===== src/rtl/subcarrier_resource_unit_allocator_defines.svh =====
// ----------------------------------------------------------------------------
// Subcarrier resource unit allocator assertion macros
// Clocked assertion wrappers that compile away when SYNTH is defined.
// ----------------------------------------------------------------------------
`ifndef SUBCARRIER_RESOURCE_UNIT_ALLOCATOR_DEFINES_SVH
`define SUBCARRIER_RESOURCE_UNIT_ALLOCATOR_DEFINES_SVH
`ifndef SYNTH
// Check a property while reset is released.
`define SRUA_ASSERT(lbl, clk, rst_n, prop, msg) \
  lbl: assert property (@(posedge clk) disable iff (!rst_n) prop) else $error(msg);
// Check a property at every clock edge, reset included.
`define SRUA_ASSERT_ALWAYS(lbl, clk, prop, msg) \
  lbl: assert property (@(posedge clk) prop) else $error(msg);
`else
`define SRUA_ASSERT(lbl, clk, rst_n, prop, msg)
`define SRUA_ASSERT_ALWAYS(lbl, clk, prop, msg)
`endif
`endif


===== src/rtl/srua_pkg.sv =====
// ----------------------------------------------------------------------------
// Subcarrier resource unit allocator package
// Shared constants, tables, result codes and controller/datapath structs.
// ----------------------------------------------------------------------------
package srua_pkg;

  localparam int unsigned NUM_SC    = 12;
  localparam int unsigned RES_DEPTH = 19;
  localparam int unsigned BUSY_W    = 17;
  localparam int unsigned TIME_W    = 24;

  typedef enum logic [2:0] {
    STS_TICKED = 3'd0,
    STS_ALLOC  = 3'd1,
    STS_RESV   = 3'd2,
    STS_REFUSE = 3'd3,
    STS_NOFIT  = 3'd4
  } status_t;

  // Unit duration in microseconds for each tone configuration.
  function automatic logic [13:0] unit_dur(input logic [1:0] c);
    logic [13:0] d;
    unique case (c)
      2'd0: d = 14'd8000;
      2'd1: d = 14'd4000;
      2'd2: d = 14'd2000;
      default: d = 14'd1000;
    endcase
    return d;
  endfunction

  function automatic logic [3:0] sc_per_unit(input logic [1:0] c);
    logic [3:0] n;
    unique case (c)
      2'd0: n = 4'd1;
      2'd1: n = 4'd3;
      2'd2: n = 4'd6;
      default: n = 4'd12;
    endcase
    return n;
  endfunction

  function automatic logic [3:0] last_unit(input logic [1:0] c);
    logic [3:0] n;
    unique case (c)
      2'd0: n = 4'd11;
      2'd1: n = 4'd3;
      2'd2: n = 4'd1;
      default: n = 4'd0;
    endcase
    return n;
  endfunction

  // First reservation entry of each configuration.
  function automatic logic [4:0] res_offset(input logic [1:0] c);
    logic [4:0] n;
    unique case (c)
      2'd0: n = 5'd0;
      2'd1: n = 5'd12;
      2'd2: n = 5'd16;
      default: n = 5'd18;
    endcase
    return n;
  endfunction

  typedef struct packed {
    logic load;
    logic do_tick;
    logic calc_lhs;
    logic idx_clr;
    logic idx_inc;
    logic take_conf;
    logic alloc_init;
    logic n_dec;
    logic alloc_commit;
    logic rsv_init;
    logic rsv_eval;
    logic rsv_commit;
    logic res_tick;
    logic res_nofit;
    logic out_load;
  } cmd_t;

  typedef struct packed {
    logic kind;
    logic fits;
    logic idx_last_conf;
    logic unit_ok;
    logic idx_last_unit;
    logic n_too_big;
    logic out_free;
  } sts_t;

endpackage


===== src/rtl/srua_ctrl.sv =====
// ----------------------------------------------------------------------------
// Subcarrier resource unit allocator controller
// Sequences tick, configuration choice, unit scan, shortening and reservation.
// ----------------------------------------------------------------------------
module srua_ctrl (
  input  logic            clk,
  input  logic            rst_n,
  input  logic            in_valid,
  output logic            in_stall,
  input  srua_pkg::sts_t  sts,
  output srua_pkg::cmd_t  cmd
);

  typedef enum logic [9:0] {
    S_IDLE    = 10'b00_0000_0001,
    S_DECODE  = 10'b00_0000_0010,
    S_TICK    = 10'b00_0000_0100,
    S_LHS     = 10'b00_0000_1000,
    S_CHOOSE  = 10'b00_0001_0000,
    S_SCAN    = 10'b00_0010_0000,
    S_SHORT   = 10'b00_0100_0000,
    S_RSV     = 10'b00_1000_0000,
    S_RSV_END = 10'b01_0000_0000,
    S_EMIT    = 10'b10_0000_0000
  } state_t;

  state_t state_r, state_nxt;

  assign in_stall = (state_r != S_IDLE);

  always_comb begin
    state_nxt = state_r;
    cmd       = '0;
    unique case (state_r)
      S_IDLE: begin
        if (in_valid) begin
          cmd.load  = 1'b1;
          state_nxt = S_DECODE;
        end
      end
      S_DECODE: begin
        state_nxt = sts.kind ? S_LHS : S_TICK;
      end
      S_TICK: begin
        cmd.do_tick  = 1'b1;
        cmd.res_tick = 1'b1;
        state_nxt    = S_EMIT;
      end
      S_LHS: begin
        cmd.calc_lhs = 1'b1;
        cmd.idx_clr  = 1'b1;
        state_nxt    = S_CHOOSE;
      end
      S_CHOOSE: begin
        priority if (sts.fits) begin
          cmd.take_conf = 1'b1;
          cmd.idx_clr   = 1'b1;
          state_nxt     = S_SCAN;
        end else if (sts.idx_last_conf) begin
          cmd.res_nofit = 1'b1;
          state_nxt     = S_EMIT;
        end else begin
          cmd.idx_inc = 1'b1;
        end
      end
      S_SCAN: begin
        priority if (sts.unit_ok) begin
          cmd.alloc_init = 1'b1;
          state_nxt      = S_SHORT;
        end else if (sts.idx_last_unit) begin
          cmd.idx_clr  = 1'b1;
          cmd.rsv_init = 1'b1;
          state_nxt    = S_RSV;
        end else begin
          cmd.idx_inc = 1'b1;
        end
      end
      S_SHORT: begin
        if (sts.n_too_big) begin
          cmd.n_dec = 1'b1;
        end else begin
          cmd.alloc_commit = 1'b1;
          state_nxt        = S_EMIT;
        end
      end
      S_RSV: begin
        cmd.rsv_eval = 1'b1;
        if (sts.idx_last_unit) begin
          state_nxt = S_RSV_END;
        end else begin
          cmd.idx_inc = 1'b1;
        end
      end
      S_RSV_END: begin
        cmd.rsv_commit = 1'b1;
        state_nxt      = S_EMIT;
      end
      S_EMIT: begin
        if (sts.out_free) begin
          cmd.out_load = 1'b1;
          state_nxt    = S_IDLE;
        end
      end
      default: state_nxt = S_IDLE;
    endcase
  end

  always_ff @(posedge clk) begin
    if (!rst_n) begin
      state_r <= S_IDLE;
    end else begin
      state_r <= state_nxt;
    end
  end

endmodule


===== src/rtl/srua_dpath.sv =====
// ----------------------------------------------------------------------------
// Subcarrier resource unit allocator datapath
// Busy and reservation state, per-unit views, arithmetic and result register.
// ----------------------------------------------------------------------------
`include "subcarrier_resource_unit_allocator_defines.svh"

module srua_dpath (
  input  logic                          clk,
  input  logic                          rst_n,
  input  srua_pkg::cmd_t                cmd,
  output srua_pkg::sts_t                sts,
  input  logic                          cfg_wr_en,
  input  logic [7:0]                    cfg_wr_data,
  input  logic                          in_kind,
  input  logic [srua_pkg::TIME_W-1:0]   in_elapsed_us,
  input  logic [3:0]                    in_units_wanted,
  input  logic [srua_pkg::TIME_W-1:0]   in_max_delay_us,
  input  logic [srua_pkg::TIME_W-1:0]   in_waited_us,
  output logic                          out_valid,
  input  logic                          out_stall,
  output logic [2:0]                    out_status,
  output logic [1:0]                    out_tone_config,
  output logic [3:0]                    out_unit_index,
  output logic [3:0]                    out_first_subcarrier,
  output logic [3:0]                    out_units_granted,
  output logic [srua_pkg::BUSY_W-1:0]   out_busy_until_us
);

  localparam int unsigned BW = srua_pkg::BUSY_W;
  localparam int unsigned TW = srua_pkg::TIME_W;

  function automatic logic [BW-1:0] max2(input logic [BW-1:0] a, input logic [BW-1:0] b);
    return (a > b) ? a : b;
  endfunction

  logic [BW-1:0] busy_r [srua_pkg::NUM_SC];
  logic [BW-1:0] lim_r  [srua_pkg::RES_DEPTH];
  logic [7:0]    margin_r;
  logic          kind_r;
  logic [TW-1:0] elapsed_r, maxd_r, waited_r;
  logic [3:0]    nru_r;
  logic [32:0]   lhs_r;
  logic [1:0]    conf_r;
  logic [3:0]    idx_r, n_r, best_idx_r;
  logic [BW-1:0] best_r;
  logic          have_r;

  logic [2:0]    res_status_r;
  logic [1:0]    res_conf_r;
  logic [3:0]    res_idx_r, res_first_r, res_granted_r;
  logic [BW-1:0] res_busy_r;

  logic          out_valid_r;
  logic [2:0]    out_status_r;
  logic [1:0]    out_conf_r;
  logic [3:0]    out_idx_r, out_first_r, out_granted_r;
  logic [BW-1:0] out_busy_r;

  // Blocked time and worst busy time of every unit of every configuration.
  logic [BW-1:0] bt0 [12];
  logic [BW-1:0] bt1 [4];
  logic [BW-1:0] bt2 [2];
  logic [BW-1:0] bt3;
  logic [BW-1:0] mx1 [4];
  logic [BW-1:0] mx2 [2];
  logic [BW-1:0] mx3;

  always_comb begin
    bt3 = lim_r[18];
    for (int i = 0; i < 2; i++) begin
      bt2[i] = (bt3 != '0) ? bt3 : lim_r[16 + i];
    end
    for (int i = 0; i < 4; i++) begin
      bt1[i] = (bt2[i / 2] != '0) ? bt2[i / 2] : lim_r[12 + i];
    end
    for (int i = 0; i < 12; i++) begin
      bt0[i] = (bt1[i / 3] != '0) ? bt1[i / 3] : lim_r[i];
    end
    for (int i = 0; i < 4; i++) begin
      mx1[i] = max2(max2(busy_r[3 * i], busy_r[3 * i + 1]), busy_r[3 * i + 2]);
    end
    for (int i = 0; i < 2; i++) begin
      mx2[i] = max2(mx1[2 * i], mx1[2 * i + 1]);
    end
    mx3 = max2(mx2[0], mx2[1]);
  end

  logic [BW-1:0] bt_sel, mx_sel;
  logic [13:0]   dur_sel, dur_c;
  logic [17:0]   n_prod, busy_prod, nru_prod;
  logic [3:0]    n_fin;
  logic [BW-1:0] busy_new;
  logic [24:0]   rhs_sum, rsv_sum;
  logic [32:0]   rhs;
  logic [7:0]    first_prod, best_first_prod;

  always_comb begin
    unique case (conf_r)
      2'd0: begin
        bt_sel = bt0[idx_r];
        mx_sel = busy_r[idx_r];
      end
      2'd1: begin
        bt_sel = bt1[idx_r[1:0]];
        mx_sel = mx1[idx_r[1:0]];
      end
      2'd2: begin
        bt_sel = bt2[idx_r[0]];
        mx_sel = mx2[idx_r[0]];
      end
      default: begin
        bt_sel = bt3;
        mx_sel = mx3;
      end
    endcase
  end

  assign dur_sel   = srua_pkg::unit_dur(conf_r);
  assign dur_c     = srua_pkg::unit_dur(idx_r[1:0]);
  assign n_prod    = {14'd0, n_r} * {4'd0, dur_sel};
  // Counts of seven and nine are not valid grants once a reservation limits them.
  assign n_fin     = ((bt_sel != '0) && (n_r == 4'd7 || n_r == 4'd9)) ? n_r - 4'd1 : n_r;
  assign busy_prod = {14'd0, n_fin} * {4'd0, dur_sel};
  assign busy_new  = busy_prod[BW-1:0];
  assign nru_prod  = {14'd0, nru_r} * {4'd0, dur_c};
  assign rhs_sum   = {7'd0, nru_prod} + {1'b0, waited_r};
  assign rhs       = {rhs_sum, 8'd0};
  assign rsv_sum   = {1'b0, waited_r} + {8'd0, best_r};
  assign first_prod      = {4'd0, idx_r} * {4'd0, srua_pkg::sc_per_unit(conf_r)};
  assign best_first_prod = {4'd0, best_idx_r} * {4'd0, srua_pkg::sc_per_unit(conf_r)};

  assign sts.kind          = kind_r;
  assign sts.fits          = (lhs_r >= rhs);
  assign sts.idx_last_conf = (idx_r == 4'd3);
  assign sts.unit_ok       = (mx_sel == '0) &&
                             !((bt_sel != '0) && ({3'd0, dur_sel} > bt_sel));
  assign sts.idx_last_unit = (idx_r == srua_pkg::last_unit(conf_r));
  assign sts.n_too_big     = (bt_sel != '0) && ({1'b0, bt_sel} < n_prod);
  assign sts.out_free      = !out_valid_r || !out_stall;

  logic rsv_ok;
  assign rsv_ok = have_r && ({1'b0, maxd_r} > rsv_sum);

  // Control, configuration and allocation state.
  always_ff @(posedge clk) begin
    if (!rst_n) begin
      margin_r    <= '0;
      out_valid_r <= 1'b0;
      for (int j = 0; j < srua_pkg::NUM_SC; j++) begin
        busy_r[j] <= '0;
      end
      for (int k = 0; k < srua_pkg::RES_DEPTH; k++) begin
        lim_r[k] <= '0;
      end
    end else begin
      if (cfg_wr_en) begin
        margin_r <= cfg_wr_data;
      end
      if (cmd.do_tick) begin
        for (int j = 0; j < srua_pkg::NUM_SC; j++) begin
          busy_r[j] <= ({7'd0, busy_r[j]} > elapsed_r) ? busy_r[j] - elapsed_r[BW-1:0] : '0;
        end
        for (int k = 0; k < srua_pkg::RES_DEPTH; k++) begin
          lim_r[k] <= ({7'd0, lim_r[k]} > elapsed_r) ? lim_r[k] - elapsed_r[BW-1:0] : '0;
        end
      end
      if (cmd.alloc_commit) begin
        for (int j = 0; j < srua_pkg::NUM_SC; j++) begin
          unique case (conf_r)
            2'd0: if (4'(j) == idx_r) busy_r[j] <= busy_new;
            2'd1: if (4'(j / 3) == idx_r) busy_r[j] <= busy_new;
            2'd2: if (4'(j / 6) == idx_r) busy_r[j] <= busy_new;
            default: busy_r[j] <= busy_new;
          endcase
        end
      end
      if (cmd.rsv_commit && rsv_ok) begin
        for (int k = 0; k < srua_pkg::RES_DEPTH; k++) begin
          if (5'(k) == srua_pkg::res_offset(conf_r) + {1'b0, best_idx_r}) begin
            lim_r[k] <= best_r;
          end
        end
      end
      if (cmd.out_load) begin
        out_valid_r <= 1'b1;
      end else if (out_valid_r && !out_stall) begin
        out_valid_r <= 1'b0;
      end
    end
  end

  // Item working registers and result words.
  always_ff @(posedge clk) begin
    if (cmd.load) begin
      kind_r    <= in_kind;
      elapsed_r <= in_elapsed_us;
      nru_r     <= in_units_wanted;
      maxd_r    <= in_max_delay_us;
      waited_r  <= in_waited_us;
    end
    if (cmd.calc_lhs) begin
      lhs_r <= {24'd0, 9'd256 - {1'b0, margin_r}} * {9'd0, maxd_r};
    end
    if (cmd.idx_clr) begin
      idx_r <= '0;
    end else if (cmd.idx_inc) begin
      idx_r <= idx_r + 4'd1;
    end
    if (cmd.take_conf) begin
      conf_r <= idx_r[1:0];
    end
    if (cmd.alloc_init) begin
      n_r <= nru_r;
    end else if (cmd.n_dec) begin
      n_r <= n_r - 4'd1;
    end
    if (cmd.rsv_init) begin
      have_r <= 1'b0;
    end else if (cmd.rsv_eval && bt_sel == '0 && (!have_r || mx_sel < best_r)) begin
      have_r     <= 1'b1;
      best_r     <= mx_sel;
      best_idx_r <= idx_r;
    end

    if (cmd.res_tick || cmd.res_nofit) begin
      res_status_r  <= cmd.res_tick ? srua_pkg::STS_TICKED : srua_pkg::STS_NOFIT;
      res_conf_r    <= '0;
      res_idx_r     <= '0;
      res_first_r   <= '0;
      res_granted_r <= '0;
      res_busy_r    <= '0;
    end
    if (cmd.alloc_commit) begin
      res_status_r  <= srua_pkg::STS_ALLOC;
      res_conf_r    <= conf_r;
      res_idx_r     <= idx_r;
      res_first_r   <= first_prod[3:0];
      res_granted_r <= n_fin;
      res_busy_r    <= busy_new;
    end
    if (cmd.rsv_commit) begin
      res_conf_r    <= conf_r;
      res_granted_r <= '0;
      if (rsv_ok) begin
        res_status_r <= srua_pkg::STS_RESV;
        res_idx_r    <= best_idx_r;
        res_first_r  <= best_first_prod[3:0];
        res_busy_r   <= best_r;
      end else begin
        res_status_r <= srua_pkg::STS_REFUSE;
        res_idx_r    <= '0;
        res_first_r  <= '0;
        res_busy_r   <= '0;
      end
    end

    if (cmd.out_load) begin
      out_status_r  <= res_status_r;
      out_conf_r    <= res_conf_r;
      out_idx_r     <= res_idx_r;
      out_first_r   <= res_first_r;
      out_granted_r <= res_granted_r;
      out_busy_r    <= res_busy_r;
    end
  end

  assign out_valid            = out_valid_r;
  assign out_status           = out_status_r;
  assign out_tone_config      = out_conf_r;
  assign out_unit_index       = out_idx_r;
  assign out_first_subcarrier = out_first_r;
  assign out_units_granted    = out_granted_r;
  assign out_busy_until_us    = out_busy_r;

  `SRUA_ASSERT(a_alloc_free, clk, rst_n, cmd.alloc_commit |-> (mx_sel == '0), "allocated unit busy")
  `SRUA_ASSERT(a_grant_le, clk, rst_n, cmd.alloc_commit |-> (n_fin <= nru_r), "grant above request")
  `SRUA_ASSERT(a_rsv_unblk, clk, rst_n, (cmd.rsv_commit && rsv_ok) |-> !(have_r && bt_sel != '0 && idx_r == best_idx_r), "reserved blocked unit")
  `SRUA_ASSERT(a_out_hold, clk, rst_n, (out_valid_r && out_stall) |=> (out_valid_r && $stable(out_busy_r)), "stalled word lost")

endmodule


===== src/rtl/subcarrier_resource_unit_allocator.sv =====
// ----------------------------------------------------------------------------
// Subcarrier resource unit allocator
// Tracks subcarrier busy times and reservation limits and grants resource units.
// ----------------------------------------------------------------------------
// Usage:
//   Input words (in_valid/in_stall) are either ticks (in_kind = 0), which age
//   all busy times and reservation limits by in_elapsed_us, or requests
//   (in_kind = 1), which pick a tone configuration and allocate, reserve or
//   refuse a unit. Every input word yields exactly one output word on
//   out_valid/out_stall. The user writes delay_margin through cfg_wr_en and
//   cfg_wr_data only while the block is idle; the block does not enforce this.
//   A tick passes from acceptance through the decode and tick states to the
//   emit state and the output register. A request is decoded, computes its
//   delay bound, tries configurations in turn (up to 4), scans the units of
//   the chosen one (up to 12) and shortens a grant in up to 14 steps; when
//   no unit is free, a reservation pass visits every unit instead. A request
//   that fits no configuration ends after the choice. The sequencer steps
//   one unit per cycle. One word is worked on at a time; in_stall is low
//   only when idle, so the next word is taken only once the result is
//   loaded and the block is idle again. A new word may be taken while the
//   previous result still waits in the output register. When the receiver
//   stalls, the result holds and the block waits before loading the next one.
//   Reset clears all busy times, reservation limits and delay_margin.
// ----------------------------------------------------------------------------
module subcarrier_resource_unit_allocator (
  input  logic                          clk,
  input  logic                          rst_n,
  input  logic                          cfg_wr_en,
  input  logic [7:0]                    cfg_wr_data,
  input  logic                          in_valid,
  output logic                          in_stall,
  input  logic                          in_kind,
  input  logic [srua_pkg::TIME_W-1:0]   in_elapsed_us,
  input  logic [3:0]                    in_units_wanted,
  input  logic [srua_pkg::TIME_W-1:0]   in_max_delay_us,
  input  logic [srua_pkg::TIME_W-1:0]   in_waited_us,
  output logic                          out_valid,
  input  logic                          out_stall,
  output logic [2:0]                    out_status,
  output logic [1:0]                    out_tone_config,
  output logic [3:0]                    out_unit_index,
  output logic [3:0]                    out_first_subcarrier,
  output logic [3:0]                    out_units_granted,
  output logic [srua_pkg::BUSY_W-1:0]   out_busy_until_us
);

  srua_pkg::cmd_t cmd;
  srua_pkg::sts_t sts;

  srua_ctrl u_ctrl (
    .clk      (clk),
    .rst_n    (rst_n),
    .in_valid (in_valid),
    .in_stall (in_stall),
    .sts      (sts),
    .cmd      (cmd)
  );

  srua_dpath u_dpath (
    .clk                  (clk),
    .rst_n                (rst_n),
    .cmd                  (cmd),
    .sts                  (sts),
    .cfg_wr_en            (cfg_wr_en),
    .cfg_wr_data          (cfg_wr_data),
    .in_kind              (in_kind),
    .in_elapsed_us        (in_elapsed_us),
    .in_units_wanted      (in_units_wanted),
    .in_max_delay_us      (in_max_delay_us),
    .in_waited_us         (in_waited_us),
    .out_valid            (out_valid),
    .out_stall            (out_stall),
    .out_status           (out_status),
    .out_tone_config      (out_tone_config),
    .out_unit_index       (out_unit_index),
    .out_first_subcarrier (out_first_subcarrier),
    .out_units_granted    (out_units_granted),
    .out_busy_until_us    (out_busy_until_us)
  );

endmodule

===== config.mk =====
export PLATFORM = sky130hd
export DESIGN_NAME = subcarrier_resource_unit_allocator
export DESIGN_NICKNAME = d
export VERILOG_FILES = /design/src/rtl/srua_pkg.sv /design/src/rtl/srua_ctrl.sv /design/src/rtl/srua_dpath.sv /design/src/rtl/subcarrier_resource_unit_allocator.sv
export VERILOG_INCLUDE_DIRS = /design/src /design/src/rtl
export SDC_FILE = /design/constraint.sdc
export NUM_CORES = 2
export LEC_CHECK = 0
export BUFFER_PORTS_ARGS = -buffer_cell sky130_fd_sc_hd__buf_2
export CAP_MARGIN = 20
export CORE_ASPECT_RATIO = 0.7
export CORE_UTILIZATION = 55
export CTS_CLUSTER_DIAMETER = 100
export DETAILED_ROUTE_END_ITERATION = 10
export PLACE_DENSITY_LB_ADDON = 0.05
export SKIP_LAST_GASP = 1
export SYNTH_ARGS = -nofsm -noshare
export SYNTH_HDL_FRONTEND = slang
export SYNTH_SLANG_ARGS = --single-unit
export TNS_END_PERCENT = 10

===== constraint.sdc =====
create_clock -name clk -period 15 [get_ports clk]
set_input_delay 3 -clock clk [delete_from_list [all_inputs] [get_ports clk]]
set_output_delay 3 -clock clk [all_outputs]
set_load 0.03 [all_outputs]

== Yosys cells after proc, flatten, opt, wreduce, memory -nomap -nowiden ==
Memory sizes are Yosys's and may differ from the RTL's. A register that Yosys moved wholly into a read port is not among the register bits.
Cells that the tools add are included.
Storage, ports and cells
  register bits: 229
  memory bits (writable): 527
  output and inout bits: 36
  word-level logic and storage cells: 731
  memories kept: 2
Memory list
  u_dpath.lim_r: depth 19, bits a word 17, rd ports 19, clocked after Yosys merged registers in 0, wr ports 19, RTL line srua_dpath.sv:37  | logic [BW-1:0] lim_r [srua_pkg::RES_DEPTH];
  u_dpath.busy_r: depth 12, bits a word 17, rd ports 13, clocked after Yosys merged registers in 1, wr ports 12, RTL line srua_dpath.sv:36  | logic [BW-1:0] busy_r [srua_pkg::NUM_SC];
Cells by class
  add/subtract/negate cells: 37
  multiply operators: 6
  $lt $le $gt $ge: 50
  equal/unequal tests: 54
  multiplexer cells: 414
  bitwise gates (word level): 102
  reductions and logical operators: 39
Operators by type and width (count)
  2-to-1 mux 17 bit: 174
  > comparator 17 x 24 -> 1 bit: 31
  subtractor 17 bit: 31
  2-to-1 mux 1 bit: 194
  > comparator 17 bit: 11
  nonzero test 17 bit: 8
  one-hot mux 17 bit (3 select lines): 2
  bitwise OR 1 bit: 98
  one-hot mux 10 bit (9 select lines): 1
  2-to-1 mux 10 bit: 8
  one-hot mux 13 bit (3 select lines): 2
  binary-select mux 17 bit (select 2 bit): 2
  binary-select mux 17 bit (select 4 bit): 1
  2-to-1 mux 4 bit: 14
  multiplier 4 x 13 -> 17 bit: 3
  equality test 4 x 5 -> 1 bit (first input constant): 8
  logical NOT 17 bit: 2
  greater-or-equal comparator 33 bit: 1
  multiplier 9 x 24 -> 33 bit: 1
  adder 18 x 24 -> 25 bit: 1
  adder 24 x 17 -> 25 bit: 1
  > comparator 24 x 25 -> 1 bit: 1
  one-hot mux 4 bit (3 select lines): 2
  equality test 3 x 5 -> 1 bit (first input constant): 4
  58 further kinds: 101

== Longest topological paths before layout ==
An unclocked memory read counts as a cell.
  depth in word-level cells: 22
  mapped depth: 56
  depth with buffers taken out: 49

== Cells and area by module ==
From an unflattened synthesis, not the netlist that was laid out.
Unflattened totals
  cell total of the unflattened synthesis: 8863
  area total of the unflattened synthesis: 80990.2 µm²
By module, submodules not included
  srua_dpath: instances 1, cells an instance 8761, area each 80201.9 µm², sequential area each 22301.4 µm²
  srua_ctrl: instances 1, cells an instance 102, area each 788.3 µm², sequential area each 200.2 µm²

== Least setup slack after synthesis ==
Ideal clock, no wire load.
  kind: register to register
  start: memory u_dpath.busy_r[10][10] (netlist bit)
  end: register u_dpath.best_idx_r[0], enable pin
  arrival time: 12.074 ns
  data required time: 14.569 ns
  setup slack: 2.495 ns
  stages on the path, launching flop included: 53
  clock period less this slack: 12.505 ns
  cells stage by stage: edfxtp_1 > inv_1 > ha_1 > nand2_1 > or3_1 > a311oi_1 > clkbuf_1 > o21ai_1 > a21oi_1 > mux2i_1 > inv_1 > ha_1 > nand3_1 > or4_1 > a221o_1 > a21oi_1 > clkbuf_1 > buf_2 > (+17 left out) > a22o_1 > nor2_1 > clkbuf_1 > inv_2 > mux2i_1 > o32a_1 > ha_1 > a21oi_1 > nor2b_1 > o21ai_0 > nand2b_1 > a21oi_1 > nor2b_1 > o21ai_0 > nand2b_1 > a221oi_1 > o31ai_1 > a21boi_0
RTL lines
  from (decl): RTL line srua_dpath.sv:36
  to (signal assigned): RTL line srua_dpath.sv:222  | best_idx_r <= idx_r;
  to (decl): RTL line srua_dpath.sv:44  | logic [3:0] idx_r, n_r, best_idx_r;

==> metrics.txt <==
# TYPE chip_impl_metric gauge
chip_impl_info{name="status",value="finished, final reports clean"} 1
chip_impl_metric{name="setup-violations-final",unit=""} 0
chip_impl_info{name="worst_path_most_repeated_cell",value="ha_1"} 1
chip_impl_metric{name="arrival",unit="ps"} 14190
chip_impl_metric{name="power_frac_comb",unit=""} 0.527
chip_impl_metric{name="design.core.area",unit="um^2"} 144000
chip_impl_info{name="rsz0062_at_grt",value="false"} 1
chip_impl_metric{name="port-buffer-count",unit=""} 125
chip_impl_info{name="post-synth-top-count-cell",value="ha_1"} 1
chip_impl_metric{name="floorplan.rows",unit=""} 116
chip_impl_metric{name="final-seq-area",unit="um^2"} 22500
chip_impl_metric{name="first_global_vias",unit=""} 70563
chip_impl_metric{name="pin_count_of_the_biggest_net_entering_global_routing",unit=""} 77
chip_impl_metric{name="slew_headroom",unit=""} 0.0887
chip_impl_metric{name="drive_gt1_frac",unit=""} 0.0804
chip_impl_info{name="critical_path.startpoint_type",value="register"} 1
chip_impl_metric{name="synth_cell_type_count",unit=""} 112
chip_impl_metric{name="critical-path-max-stage-delay",unit="ps"} 760
chip_impl_metric{name="detailedRoute.firstIterationViolations",unit=""} 11702
chip_impl_metric{name="net-switching-power",unit="mW"} 4.50
chip_impl_metric{name="timing.setup.tns",unit="ps"} 0
chip_impl_metric{name="routed_via_density",unit=""} 7.05
chip_impl_metric{name="p_per_area",unit="nW/um^2"} 122
chip_impl_metric{name="fin_nets",unit=""} 10099
chip_impl_metric{name="synth_top_cell_area_share",unit=""} 0.274
chip_impl_metric{name="finalWorstPathRequiredPeriod",unit="ps"} 13720
chip_impl_metric{name="postCtsSetupBuffers",unit=""} 0
chip_impl_metric{name="dp.cells",unit=""} 10595
chip_impl_metric{name="grt_pass1_wl",unit="um"} 494000
chip_impl_metric{name="die_area",unit="um^2"} 147000
chip_impl_metric{name="pin_count",unit=""} 126
chip_impl_metric{name="finalMaxSlewViolations",unit=""} 0
chip_impl_metric{name="post_route_clock_period_utilization",unit=""} 0.915
chip_impl_info{name="synth_top_flop_cell",value="edfxtp_1"} 1
chip_impl_metric{name="totalWireLength",unit="um"} 349000
chip_impl_metric{name="hold_buffers",unit=""} 0
chip_impl_metric{name="synth_fp_nets",unit=""} 10057
chip_impl_metric{name="clk_transition_reported_paths",unit="ps"} 70
chip_impl_metric{name="max_freq",unit="GHz"} 0.0729
chip_impl_metric{name="post_synth_instance_area",unit="um^2"} 79800
chip_impl_info{name="synthTopCellsByCount",value="ha_1 (967), inv_1 (862), edfxtp_1 (728), nand2_1 (705), a21oi_1 (581)"} 1
chip_impl_info{name="yosys_top_cell_by_area",value="edfxtp_1"} 1
chip_impl_metric{name="crit_path_max_fanout",unit=""} 22
chip_impl_metric{name="drt_pre_antenna_iters",unit=""} 9
chip_impl_metric{name="final_hold_viol_count",unit=""} 0
chip_impl_info{name="worstSetupPathType",value="reg -> reg"} 1
chip_impl_metric{name="global_route.overflow_total",unit=""} 0
chip_impl_metric{name="p_int",unit="mW"} 6.01
chip_impl_metric{name="crit_required",unit="ps"} 15470
chip_impl_metric{name="synthToLayoutAreaGrowth",unit="%"} 7.59
chip_impl_metric{name="number_of_flops_mapped_to_enable_cells_by_yosys",unit=""} 728
chip_impl_metric{name="post_layout_nonfiller_instances",unit=""} 10778
chip_impl_metric{name="post-dp-hpwl",unit="um"} 265000
chip_impl_metric{name="synthArstFlopShare",unit=""} 0
chip_impl_metric{name="clock_sinks",unit=""} 760
chip_impl_metric{name="route.detailed.drc",unit=""} 0
chip_impl_metric{name="htree_num_levels",unit=""} 3
chip_impl_metric{name="floorplan.die.width",unit="um"} 457
chip_impl_metric{name="synthesis.instances",unit=""} 8763
chip_impl_info{name="clock_root_buffer",value="clkbuf_16"} 1
chip_impl_metric{name="synth_seq_area_share",unit=""} 0.282
chip_impl_metric{name="finalWorstSetupSlack",unit="ps"} 1280
chip_impl_metric{name="worst_clock_skew",unit="ps"} 50.4
chip_impl_info{name="crit_path_end_kind",value="register"} 1
chip_impl_metric{name="postRouteAntennaNets",unit=""} 0
chip_impl_metric{name="n_fill_cell",unit=""} 12151
chip_impl_info{name="tritoncts_clock_tree",value="built"} 1
chip_impl_metric{name="seqPwrFrac",unit=""} 0.259
chip_impl_info{name="worstHoldPathType",value="reg -> reg"} 1
chip_impl_metric{name="resized_gates_after_cts",unit=""} 0
chip_impl_metric{name="average_routed_wire_per_standard_cell",unit="um"} 32.4
chip_impl_metric{name="die_h",unit="um"} 321
chip_impl_metric{name="antenna_found_initial",unit=""} 15
chip_impl_metric{name="ctsLongestPathBuffers",unit=""} 3
chip_impl_metric{name="vdd_drop_max",unit="uV"} 244
chip_impl_metric{name="postSynthAreaPerCell",unit="um^2"} 9.11
chip_impl_metric{name="power_switching_share",unit=""} 0.428
chip_impl_info{name="timing.critical_path.slowest_stage_cell",value="o31ai_1"} 1
chip_impl_metric{name="utilization",unit=""} 0.598
chip_impl_metric{name="clk-insertion-delay-late",unit="ps"} 780
chip_impl_metric{name="cap_viol_max_count",unit=""} 0
chip_impl_metric{name="power.clock.fraction",unit=""} 0.215
chip_impl_metric{name="routability_congestion_estimate_from_global_placement",unit=""} 1.09
chip_impl_metric{name="multi_input_area",unit="um^2"} 52800
chip_impl_metric{name="ys_seq_elements",unit=""} 760
chip_impl_metric{name="num_vias",unit=""} 76030
chip_impl_metric{name="groute.usage.overall",unit=""} 0.464
chip_impl_metric{name="worstMarginPinSlew",unit="ps"} 1350
chip_impl_metric{name="cellLeakagePower",unit="nW"} 37.0
chip_impl_metric{name="start_util",unit=""} 0.556
chip_impl_metric{name="place_ws",unit="ps"} 1730
chip_impl_metric{name="cts-buffers-inserted",unit=""} 88
chip_impl_info{name="synthTopCellsByArea",value="edfxtp_1 (27%), ha_1 (15%), fa_1 (5.9%)"} 1
chip_impl_metric{name="ys_warn_count",unit=""} 0
[placed cells by master, fill, tap and decap left out, types with 188 or more instances in the layout]
cell type  instances
xnor2_1          270
edfxtp_1         728
o21ai_0          503
nand2_1          705
a21o_1           223
a22o_1           188
nor2_1           478
inv_1            846
o22ai_1          229
ha_1             965
fa_1             237
a21oi_1          576
[critical path, delay by kind of cell (launching register included)]
kind / cells / cell delay (ps)
muxes: 1 / 490
DFF: 1 / 470
AOI/OAI and AO/OA: 19 / 6740
adders and majority gates: 5 / 1620
buffers and inverters: 6 / 1350
and+or+nand+nor: 13 / 2720
[state kept, by name (all words and copies together), names as in the netlist, 8 cells and up, named ones only]
name                       flops
u_dpath.busy_r               204
u_dpath.out_busy_until_us     17
u_dpath.lhs_r                 33
u_dpath.res_busy_r            17
u_ctrl.state_r                10
u_dpath.maxd_r                24
u_dpath.elapsed_r             24
u_dpath.lim_r                323
u_dpath.waited_r              24
u_dpath.margin_r               8
u_dpath.best_r                17
[cell type report]
cell class,instances,share of cell area
clock buffers,96,0.0265
clock inverters,66,0.00720
well taps,1888,0.0275
inverters,868,0.0380
flip-flops and latches,760,0.262
diodes,13,0.000379
multi-input cells,6775,0.615
repair buffers,312,0.0237
[stage by stage]
stage | instance area [um^2] | hold WS [ps] | power, mW
after global placement | 82900 | 403 | 7.99
after CTS | 85800 | 416 | 10.4
after global routing | 85900 | 429 | 11.2
after detailed placement | 82900 | 405 | 8.12
after floorplan | 79800 | 400 | 6.63
final | 85900 | 413 | 10.5
[cell families (layout without fill, tap and decap cells)]
family	Yosys count	count (layout)	share of synthesized area
fa+ha+maj	1204	1204	0.211
buf+inv	1228	1342	0.0594
flops	760	760	0.282
mux	242	242	0.0397
other cells	0	13	0
simple gates	2252	2252	0.140
compound gates	2678	2678	0.224
xor+xnor	399	399	0.0441
[metal layers]
metal,wire length [um],track usage,share of wire
met5,230,0.00556,0.00066
met4,16100,0.191,0.046
met3,59600,0.202,0.17
met2,130000,0.598,0.37
met1,143000,0.662,0.41
[worst paths after layout]
path / start / endpoint / slack, ps / cells after the start
worst max register to register: u_dpath.busy_r[9][10] / u_dpath.best_r[13] / 1280 / 44
worst min register to register: u_dpath.res_busy_r[5] / u_dpath.out_busy_until_us[5] / 410 / 0
worst max-delay path: u_dpath.busy_r[9][10] / u_dpath.best_r[13] / 1280 / 44
worst min-delay path: u_dpath.res_busy_r[5] / u_dpath.out_busy_until_us[5] / 410 / 0
[power by group through the flow]
| stage | registers (mW) | logic [mW] | clock network [mW] |
|---|---|---|---|
| 2_1_floorplan | 2.67 | 3.97 | 0 |
| 3_3_place_gp | 2.75 | 5.25 | 0 |
| 3_5_place_dp | 2.75 | 5.38 | 0 |
| 4_1_cts | 2.70 | 5.42 | 2.25 |
| 5_1_grt | 2.72 | 6.11 | 2.33 |
| 6_report | 2.72 | 5.54 | 2.26 |
Note: power is estimated with default switching activity, not from simulation.
